**config.mk**
```make
export PLATFORM = sky130hd
export DESIGN_NAME = round_robin_thread_table
export DESIGN_NICKNAME = d
export VERILOG_FILES = /design/src/rtl/rrtt_pkg.sv /design/src/rtl/rrtt_ram.sv /design/src/rtl/rrtt_ctrl.sv /design/src/rtl/round_robin_thread_table.sv
export SDC_FILE = /design/constraint.sdc
export NUM_CORES = 2
export LEC_CHECK = 0
export CAP_MARGIN = 0
export CORE_MARGIN = 1
export CORE_UTILIZATION = 57
export DETAILED_ROUTE_END_ITERATION = 8
export DONT_BUFFER_PORTS = 1
export GPL_TIMING_DRIVEN = 1
export PLACE_DENSITY = 0.72
export SLEW_MARGIN = 20
export SYNTH_ARGS = -nofsm -noshare
export SYNTH_HDL_FRONTEND = slang
export SYNTH_HIERARCHICAL = 1
export SYNTH_MEMORY_MAX_BITS = 65536
export SYNTH_SLANG_ARGS = --single-unit
```
**constraint.sdc**
```tcl
create_clock -name clk -period 9.1 [get_ports clk]
set_input_delay 1.82 -clock clk [delete_from_list [all_inputs] [get_ports clk]]
set_output_delay 1.82 -clock clk [all_outputs]
set_load 0.05 [all_outputs]
```
**src/rtl/rrtt_pkg.sv**
```systemverilog
// Shared types and constants of the round-robin thread table.
package rrtt_pkg;

    localparam int ACT_W    = 3;
    localparam int TID_W    = 6;
    localparam int VAL_W    = 64;
    localparam int STATUS_W = 3;
    localparam int LIVE_W   = 7;

    localparam logic [VAL_W-1:0] CANCEL_VALUE = '1;

    typedef enum logic [ACT_W-1:0] {
        ACT_CREATE  = 3'd0,
        ACT_FINISH  = 3'd1,
        ACT_CANCEL  = 3'd2,
        ACT_ADVANCE = 3'd3,
        ACT_JOIN    = 3'd4
    } action_t;

    typedef enum logic [STATUS_W-1:0] {
        ST_OK        = 3'd0,
        ST_PENDING   = 3'd1,
        ST_NO_THREAD = 3'd2,
        ST_FULL      = 3'd3,
        ST_EMPTY     = 3'd4
    } status_t;

    typedef enum logic [2:0] {
        S_IDLE,
        S_DECODE,
        S_CHECK,
        S_WALK,
        S_ADV,
        S_JOIN,
        S_OUT
    } state_t;

    typedef struct packed {
        status_t           status;
        logic [TID_W-1:0]  thread;
        logic [VAL_W-1:0]  ret;
        logic [LIVE_W-1:0] live;
    } result_t;

endpackage

```
**src/rtl/rrtt_ram.sv**
```systemverilog
// Simple dual-port synchronous RAM, one write and one registered read per cycle.
module rrtt_ram #(
    parameter int DEPTH = 64,
    parameter int WIDTH = 8
) (
    input  logic                     clk,
    input  logic                     we,
    input  logic [$clog2(DEPTH)-1:0] waddr,
    input  logic [WIDTH-1:0]         wdata,
    input  logic                     re,
    input  logic [$clog2(DEPTH)-1:0] raddr,
    output logic [WIDTH-1:0]         rdata
);

    logic [WIDTH-1:0] mem [DEPTH];
    logic [WIDTH-1:0] rdata_reg;

    always_ff @(posedge clk)
    begin
        if (we)
        begin
            mem[waddr] <= wdata;
        end
    end

    always_ff @(posedge clk)
    begin
        if (re)
        begin
            rdata_reg <= mem[raddr];
        end
    end

    assign rdata = rdata_reg;

endmodule

```
**src/rtl/rrtt_ctrl.sv**
```systemverilog
// Sequencer of the thread table: pointers, counters and read-modify-write of both RAMs.
module rrtt_ctrl #(
    parameter int MAX_THREADS = 64
) (
    input  logic                         clk,
    input  logic                         rst_n,
    input  logic                         in_valid,
    output logic                         in_stall,
    input  logic [rrtt_pkg::ACT_W-1:0]   action,
    input  logic [rrtt_pkg::TID_W-1:0]   thread_id,
    input  logic [rrtt_pkg::VAL_W-1:0]   value,
    output logic                         res_valid,
    input  logic                         res_ready,
    output rrtt_pkg::result_t            res
);

    import rrtt_pkg::*;

    localparam int IDW = $clog2(MAX_THREADS);
    localparam int CW  = $clog2(MAX_THREADS + 1);
    localparam int VW  = VAL_W + 1;   // ready mark on top of the value

    state_t            state_reg, state_next;
    action_t           act_reg, act_next;
    logic [TID_W-1:0]  tid_reg, tid_next;
    logic [VAL_W-1:0]  val_reg, val_next;
    logic [IDW-1:0]    head_reg, head_next;
    logic [IDW-1:0]    tail_reg, tail_next;
    logic [IDW-1:0]    cur_reg, cur_next;
    logic [IDW-1:0]    up_reg, up_next;
    logic [IDW-1:0]    prev_reg, prev_next;
    logic [IDW-1:0]    succ_reg, succ_next;
    logic [IDW-1:0]    newid_reg, newid_next;
    logic [CW-1:0]     count_reg, count_next;
    logic [CW-1:0]     idcnt_reg, idcnt_next;
    status_t           status_reg, status_next;
    logic [VAL_W-1:0]  ret_reg, ret_next;
    logic              created_reg, created_next;

    // RAM ports
    logic              lk_we, lk_re;
    logic [IDW-1:0]    lk_waddr, lk_raddr, lk_wdata, lk_rdata;
    logic              vr_we, vr_re;
    logic [IDW-1:0]    vr_waddr, vr_raddr;
    logic [VW-1:0]     vr_wdata, vr_rdata;

    // decisions
    logic              tid_created;
    logic [IDW-1:0]    tid_idx;
    logic              table_full;
    logic              count_zero;
    logic              rd_ready;
    logic              walk_found;
    logic              walk_end;

    rrtt_ram #(.DEPTH(MAX_THREADS), .WIDTH(IDW)) u_link_ram (
        .clk   (clk),
        .we    (lk_we),
        .waddr (lk_waddr),
        .wdata (lk_wdata),
        .re    (lk_re),
        .raddr (lk_raddr),
        .rdata (lk_rdata)
    );

    rrtt_ram #(.DEPTH(MAX_THREADS), .WIDTH(VW)) u_value_ram (
        .clk   (clk),
        .we    (vr_we),
        .waddr (vr_waddr),
        .wdata (vr_wdata),
        .re    (vr_re),
        .raddr (vr_raddr),
        .rdata (vr_rdata)
    );

    always_comb
    begin
        // ids are handed out in order, so "created" is simply id below the counter
        tid_created = (32'(tid_reg) < MAX_THREADS) && (32'(tid_reg) < 32'(idcnt_reg));
        tid_idx     = IDW'(tid_reg);
        table_full  = 32'(idcnt_reg) >= MAX_THREADS;
        count_zero  = count_reg == '0;
        rd_ready    = vr_rdata[VAL_W];
        walk_end    = prev_reg == tail_reg;
        walk_found  = lk_rdata == tid_idx;
    end

    // next state
    always_comb
    begin
        state_next = state_reg;
        case (state_reg)
            S_IDLE:
            begin
                if (in_valid)
                begin
                    state_next = S_DECODE;
                end
            end
            S_DECODE:
            begin
                case (act_reg)
                    ACT_FINISH, ACT_CANCEL:
                        state_next = tid_created ? S_CHECK : S_OUT;
                    ACT_ADVANCE:
                        state_next = (!count_zero && up_reg != tail_reg) ? S_ADV : S_OUT;
                    ACT_JOIN:
                        state_next = tid_created ? S_JOIN : S_OUT;
                    default:
                        state_next = S_OUT;
                endcase
            end
            S_CHECK:
            begin
                state_next = (rd_ready || tid_idx == head_reg) ? S_OUT : S_WALK;
            end
            S_WALK:
            begin
                if (walk_end || walk_found)
                begin
                    state_next = S_OUT;
                end
            end
            S_ADV, S_JOIN:
                state_next = S_OUT;
            S_OUT:
            begin
                if (res_ready)
                begin
                    state_next = S_IDLE;
                end
            end
            default:
                state_next = S_IDLE;
        endcase
    end

    // datapath, RAM requests and handshake outputs
    always_comb
    begin
        act_next     = act_reg;
        tid_next     = tid_reg;
        val_next     = val_reg;
        head_next    = head_reg;
        tail_next    = tail_reg;
        cur_next     = cur_reg;
        up_next      = up_reg;
        prev_next    = prev_reg;
        succ_next    = succ_reg;
        newid_next   = newid_reg;
        count_next   = count_reg;
        idcnt_next   = idcnt_reg;
        status_next  = status_reg;
        ret_next     = ret_reg;
        created_next = created_reg;

        lk_we    = 1'b0;
        lk_waddr = tail_reg;
        lk_wdata = '0;
        lk_re    = 1'b0;
        lk_raddr = tid_idx;
        vr_we    = 1'b0;
        vr_waddr = tid_idx;
        vr_wdata = '0;
        vr_re    = 1'b0;
        vr_raddr = tid_idx;

        in_stall   = state_reg != S_IDLE;
        res_valid  = state_reg == S_OUT;
        res.status = status_reg;
        res.thread = created_reg ? TID_W'(newid_reg) : TID_W'(cur_reg);
        res.ret    = ret_reg;
        res.live   = LIVE_W'(count_reg);

        case (state_reg)
            S_IDLE:
            begin
                if (in_valid)
                begin
                    act_next     = action_t'(action);
                    tid_next     = thread_id;
                    val_next     = value;
                    status_next  = ST_OK;
                    ret_next     = '0;
                    created_next = 1'b0;
                end
            end
            S_DECODE:
            begin
                case (act_reg)
                    ACT_CREATE:
                    begin
                        if (table_full)
                        begin
                            status_next = ST_FULL;
                        end
                        else
                        begin
                            newid_next   = IDW'(idcnt_reg);
                            created_next = 1'b1;
                            idcnt_next   = idcnt_reg + CW'(1);
                            count_next   = count_reg + CW'(1);
                            // clear the ready mark of the fresh entry
                            vr_we        = 1'b1;
                            vr_waddr     = IDW'(idcnt_reg);
                            vr_wdata     = '0;
                            if (count_zero)
                            begin
                                head_next = IDW'(idcnt_reg);
                                tail_next = IDW'(idcnt_reg);
                                cur_next  = IDW'(idcnt_reg);
                                up_next   = IDW'(idcnt_reg);
                            end
                            else
                            begin
                                lk_we     = 1'b1;
                                lk_waddr  = tail_reg;
                                lk_wdata  = IDW'(idcnt_reg);
                                tail_next = IDW'(idcnt_reg);
                            end
                        end
                    end
                    ACT_FINISH, ACT_CANCEL:
                    begin
                        if (!tid_created)
                        begin
                            status_next = ST_NO_THREAD;
                        end
                        else
                        begin
                            vr_re    = 1'b1;
                            vr_raddr = tid_idx;
                            lk_re    = 1'b1;
                            lk_raddr = tid_idx;
                        end
                    end
                    ACT_ADVANCE:
                    begin
                        if (count_zero)
                        begin
                            status_next = ST_EMPTY;
                        end
                        else if (up_reg == tail_reg)
                        begin
                            cur_next = up_reg;
                            up_next  = head_reg;
                        end
                        else
                        begin
                            lk_re    = 1'b1;
                            lk_raddr = up_reg;
                        end
                    end
                    ACT_JOIN:
                    begin
                        if (!tid_created)
                        begin
                            status_next = ST_NO_THREAD;
                        end
                        else
                        begin
                            vr_re    = 1'b1;
                            vr_raddr = tid_idx;
                        end
                    end
                    default:
                    begin
                        status_next = ST_OK;
                    end
                endcase
            end
            S_CHECK:
            begin
                if (rd_ready)
                begin
                    // already finished: no longer in the order
                    status_next = ST_NO_THREAD;
                end
                else
                begin
                    vr_we    = 1'b1;
                    vr_waddr = tid_idx;
                    vr_wdata = {1'b1, (act_reg == ACT_FINISH) ? val_reg : CANCEL_VALUE};
                    if (tid_idx == head_reg)
                    begin
                        if (count_reg <= CW'(1))
                        begin
                            head_next  = '0;
                            tail_next  = '0;
                            cur_next   = '0;
                            up_next    = '0;
                            count_next = '0;
                        end
                        else
                        begin
                            head_next  = lk_rdata;
                            cur_next   = lk_rdata;
                            up_next    = lk_rdata;
                            count_next = count_reg - CW'(1);
                        end
                    end
                    else
                    begin
                        // hunt for the predecessor from the head
                        succ_next = lk_rdata;
                        prev_next = head_reg;
                        lk_re     = 1'b1;
                        lk_raddr  = head_reg;
                    end
                end
            end
            S_WALK:
            begin
                if (!walk_end)
                begin
                    if (walk_found)
                    begin
                        if (up_reg == tid_idx)
                        begin
                            up_next = (tid_idx == tail_reg) ? head_reg : succ_reg;
                        end
                        if (cur_reg == tid_idx)
                        begin
                            cur_next = prev_reg;
                        end
                        if (tid_idx == tail_reg)
                        begin
                            tail_next = prev_reg;
                        end
                        else
                        begin
                            lk_we    = 1'b1;
                            lk_waddr = prev_reg;
                            lk_wdata = succ_reg;
                        end
                        if (!count_zero)
                        begin
                            count_next = count_reg - CW'(1);
                        end
                    end
                    else
                    begin
                        prev_next = lk_rdata;
                        lk_re     = 1'b1;
                        lk_raddr  = lk_rdata;
                    end
                end
            end
            S_ADV:
            begin
                cur_next = up_reg;
                up_next  = lk_rdata;
            end
            S_JOIN:
            begin
                if (rd_ready)
                begin
                    ret_next = vr_rdata[VAL_W-1:0];
                end
                else
                begin
                    status_next = ST_PENDING;
                end
            end
            default:
            begin
            end
        endcase
    end

    always_ff @(posedge clk or negedge rst_n)
    begin
        if (!rst_n)
        begin
            state_reg   <= S_IDLE;
            head_reg    <= '0;
            tail_reg    <= '0;
            cur_reg     <= '0;
            up_reg      <= '0;
            count_reg   <= '0;
            idcnt_reg   <= '0;
            created_reg <= 1'b0;
        end
        else
        begin
            state_reg   <= state_next;
            head_reg    <= head_next;
            tail_reg    <= tail_next;
            cur_reg     <= cur_next;
            up_reg      <= up_next;
            count_reg   <= count_next;
            idcnt_reg   <= idcnt_next;
            created_reg <= created_next;
        end
    end

    always_ff @(posedge clk)
    begin
        act_reg    <= act_next;
        tid_reg    <= tid_next;
        val_reg    <= val_next;
        prev_reg   <= prev_next;
        succ_reg   <= succ_next;
        newid_reg  <= newid_next;
        status_reg <= status_next;
        ret_reg    <= ret_next;
    end

endmodule

```
**src/rtl/round_robin_thread_table.sv**
```systemverilog
// Top level of the round-robin thread table: sequencer plus output register.
//
//  channel  | handshake          | payload
//  ---------+--------------------+--------------------------------------------
//  request  | in_valid/in_stall  | action, thread_id, value
//  result   | out_valid/out_stall| status, out_thread, ret_value, live_count
//
// One request is in work at a time; in_stall is high from acceptance until its
// result has moved into the output register. Create, advance across the wrap and
// any request refused at decode go from decode straight to the result. Advance
// and join query add one link or value RAM read, as do finish and cancel of the
// head or of a thread already out of the order; any other finish or cancel adds
// a predecessor walk through the link RAM as well, one link a cycle, over up to
// MAX_THREADS - 1 links. A stalled output register holds the result in the
// sequencer until the register is free.
// Reset clears all pointers, counters and handshake state; RAM contents need no
// clearing since an id is live only below the id counter.
// A stalled result holds in the output register while the next request is taken.
module round_robin_thread_table #(
    parameter int MAX_THREADS = 64
) (
    input  logic                          clk,
    input  logic                          rst_n,
    input  logic                          in_valid,
    output logic                          in_stall,
    input  logic [rrtt_pkg::ACT_W-1:0]    action,
    input  logic [rrtt_pkg::TID_W-1:0]    thread_id,
    input  logic [rrtt_pkg::VAL_W-1:0]    value,
    output logic                          out_valid,
    input  logic                          out_stall,
    output logic [rrtt_pkg::STATUS_W-1:0] status,
    output logic [rrtt_pkg::TID_W-1:0]    out_thread,
    output logic [rrtt_pkg::VAL_W-1:0]    ret_value,
    output logic [rrtt_pkg::LIVE_W-1:0]   live_count
);

    import rrtt_pkg::*;

    logic    res_valid;
    logic    res_ready;
    result_t res;

    logic    out_valid_reg;
    result_t out_res_reg;

    rrtt_ctrl #(.MAX_THREADS(MAX_THREADS)) u_ctrl (
        .clk       (clk),
        .rst_n     (rst_n),
        .in_valid  (in_valid),
        .in_stall  (in_stall),
        .action    (action),
        .thread_id (thread_id),
        .value     (value),
        .res_valid (res_valid),
        .res_ready (res_ready),
        .res       (res)
    );

    // output register frees up when empty or being taken this cycle
    assign res_ready = !out_valid_reg || !out_stall;

    always_ff @(posedge clk or negedge rst_n)
    begin
        if (!rst_n)
        begin
            out_valid_reg <= 1'b0;
        end
        else if (res_valid && res_ready)
        begin
            out_valid_reg <= 1'b1;
        end
        else if (!out_stall)
        begin
            out_valid_reg <= 1'b0;
        end
    end

    always_ff @(posedge clk)
    begin
        if (res_valid && res_ready)
        begin
            out_res_reg <= res;
        end
    end

    assign out_valid  = out_valid_reg;
    assign status     = out_res_reg.status;
    assign out_thread = out_res_reg.thread;
    assign ret_value  = out_res_reg.ret;
    assign live_count = out_res_reg.live;

endmodule
```
==> flow_summary.ini <==
[drt]
drc_errors = 0
via_count = 94600
antenna_left = 0
drt_iter0_drc = 15800
routed_wl_um = 521000
drtPass1Iterations = 6
wl_per_cell_um = 39.2
via_per_inst = 7.12

[cells_and_area]
syn2layout_area_growth_pct = 12.0
fin_nets = 8643
largest_reg_flops = 4160
drive_gt1_share_pct = 25.8
final_core_util_pct = 64.3

[yosys]
synth_top_area_share_pct = 78.2
netlist_area_um2 = 186000
synthTopCellsByCount = edfxtp_1 (4,853), mux4_2 (1,143), nor2_1 (347), a22oi_1 (266), buf_2 (200)
synth_top_flop_cell = edfxtp_1
yosys.area.top_type = edfxtp_1
ys_top_cells_by_area = edfxtp_1 (78%), mux4_2 (14%), a22oi_1 (1.1%), nor2_1 (0.70%), mux2i_1 (0.64%)
syn_nets = 8373
synthArstFlopShare_pct = 0.878
synth_cell_types = 73
yosysSeqAreaShare_pct = 78.7
yosys_register_bits = 4896
netlist_instances = 8285
synth_edf_count = 4853
ys_warn_count = 6
avgSynthCellArea_um2 = 22.5
yosysMostFrequentCell = edfxtp_1

[global_routing]
antenna_found_initial = 23
grt_pass1_wl_um = 720000
first_global_vias = 93300
grt.total_usage_pct = 31.5
grt-ovfl-total = 0
grt_start_max_net_pins = 139

[placement]
placement.io_buffers = 0
post-dp-hpwl_um = 269000
gp_congestion = 0.861

[timing]
period_needed_ns = 5.88
setup_viol = 0
post-route-period-util_pct = 64.6
hold_viol = 0
maxSlewHeadroom_pct = 15.3
final.setup.tns_ns = 0
fmax_mhz = 170
clock_skew_ns = 0.0461
final_max_slew_viol_count = 0
tightest_slew_ns = 1.27
rsz0062_at_grt = no

[status]
status = finished clean

[setup_path]
crit_path_start_kind = register
timing.rr.start = u_ctrl/state_reg[0]
reg2reg_depth = 10
end_kind = register
critPathMaxFanout = 57
critical_path_arrival_ns = 6.63
worst_ep_required_time_ns = 9.86
r2r_slack_ns = 3.22
r2r-end = u_ctrl/u_link_ram/rdata[5]
path_class = register to register

[run]
max_cap_violations = 0

[power]
vdd_drop_max_mv = 0.332
p_leak_nw = 61.8
power.density_nw_per_um2 = 256

[hold_path]
hold_path.class = register to register
hold_depth = 0
hp-start = u_ctrl/ret_reg[0]
holdPathEnd = ret_value[0]

[clocking]
cts_tree = yes
cts_sinks = 4896
root_buffer = clkbuf_16
cts_made_buffers = 466
ctsResizeCount = 0
clk_latency_ns = 1.02
ctsHoldBuffers = 0
cts_buffer_depth = 4
cts_setup_buffers = 0
cts_htree_levels = 5
path_clk_slew_ns = 0.07

[floorplan]
rows = 209
die_area_um2 = 329000
die_h_um = 574
start_util_pct = 57.4
io_pins = 159
die_w_um = 574
core_area_um2 = 325000
## worst max-delay path, stage by stage, from the launching register on
cell      delay [ns]
dfrtp_1         0.60
nor3b_1         0.78
nand2_4         0.45
a21oi_1         1.00
a22o_1          0.30
a221o_4         0.70
buf_4           0.54
mux4_2          0.39
mux4_2          0.46
o211ai_1        0.21
nand2_1         0.07
## per-layer routing
layer  vias to the layer above  track usage, %  part of all wire (%)  wire length (um)
li1                      35700               -                     -                 -
met1                     49700            43.5                    34            179000
met2                      7756            48.2                    46            241000
met3                      1363            7.81                    14             73000
met4                        18            14.1                   5.2             26900
met5                         -               0                 0.025               129
## where the power goes
part           total (mW)  switching (mW)  internal [mW]
Sequential           27.4           0.764           26.6
Combinational        6.87            4.65           2.22
Clock                19.2            8.36           10.9
Total                53.5            13.8           39.7
## stage by stage
step / setup WS (ns) / cells / hold WS (ns) / instance area [um2] / power [mW]
3_5_place_dp: 3.14 / 12400 / 0.405 / 193000 / 34.4
2_1_floorplan: 1.30 / 8285 / 0.400 / 186000 / 32.0
6_report: 3.22 / 13300 / 0.414 / 209000 / 53.5
3_3_place_gp: 3.37 / 12400 / 0.402 / 193000 / 34.2
4_1_cts: 3.12 / 13200 / 0.414 / 208000 / 53.3
5_1_grt: 3.02 / 13300 / 0.421 / 209000 / 54.7
## layout make-up
| class | count | area, um2 |
|---|---|---|
| clock inverters | 291 | 2840 |
| flip-flops and latches | 4896 | 147000 |
| repair buffers | 278 | 3040 |
| well taps | 4325 | 5410 |
| clock buffers | 563 | 12200 |
| fillers | 20600 | 116000 |
| diodes | 15 | 37.5 |
| inverters | 20 | 75.1 |
| multi-input cells | 2893 | 38400 |
## cell families after synthesis
logic type                 count (synthesis)  synth area share [%]
adders and majority gates                 11                0.0738
AOI/OAI and AO/OA                        729                  2.96
DFF                                     4896                  78.7
xor gates and xnor gates                  49                 0.230
muxes                                   1303                  14.7
buffers and inverters                    496                  1.29
and+or+nand+nor                          801                  2.02
## how the worst max path moves through the flow
stage	from	to	cells past startpoint
final	u_ctrl/state_reg[0]	u_ctrl/u_link_ram/rdata[5]	10
after global routing	u_ctrl/state_reg[0]	u_ctrl/u_link_ram/rdata[5]	11
after CTS	u_ctrl/state_reg[0]	u_ctrl/u_link_ram/rdata[1]	11
after detailed placement	u_ctrl/state_reg[0]	u_ctrl/u_link_ram/rdata[1]	10
after global placement	u_ctrl/state_reg[0]	u_ctrl/u_link_ram/rdata[5]	10
after floorplan	u_ctrl/idcnt_reg[4]	u_ctrl/status_reg[0]	9
## cell usage in the layout (no fill, tap or decap), types with 11 or more instances in the layout
cell type	Yosys	routed
a211oi_1	70	68
a21oi_1	23	23
a22oi_1	266	266
a31oi_1	13	13
and2_1	69	66
buf_12	0	58
buf_16	0	11
buf_4	54	208
bufinv_16	0	48
clkbuf_1	195	89
clkbuf_16	0	471
clkinv_1	0	102
clkinv_2	0	92
clkinvlp_4	0	20
dfrtp_1	43	43
diode_2	0	15
edfxtp_1	4853	4853
ha_1	11	11
inv_1	19	19
inv_6	0	11
mux2_2	35	35
mux2i_1	120	120
mux4_2	1143	1143
nand2_1	121	117
nand3_1	136	135
nand3b_1	30	30
nor2_1	347	220
nor2_4	0	127
o211a_1	65	65
o21ai_0	31	30
o221ai_1	52	52
o22ai_1	135	135
xnor2_1	16	16
xor2_1	33	33
No activity file was read; power rests on OpenSTA's default activity.
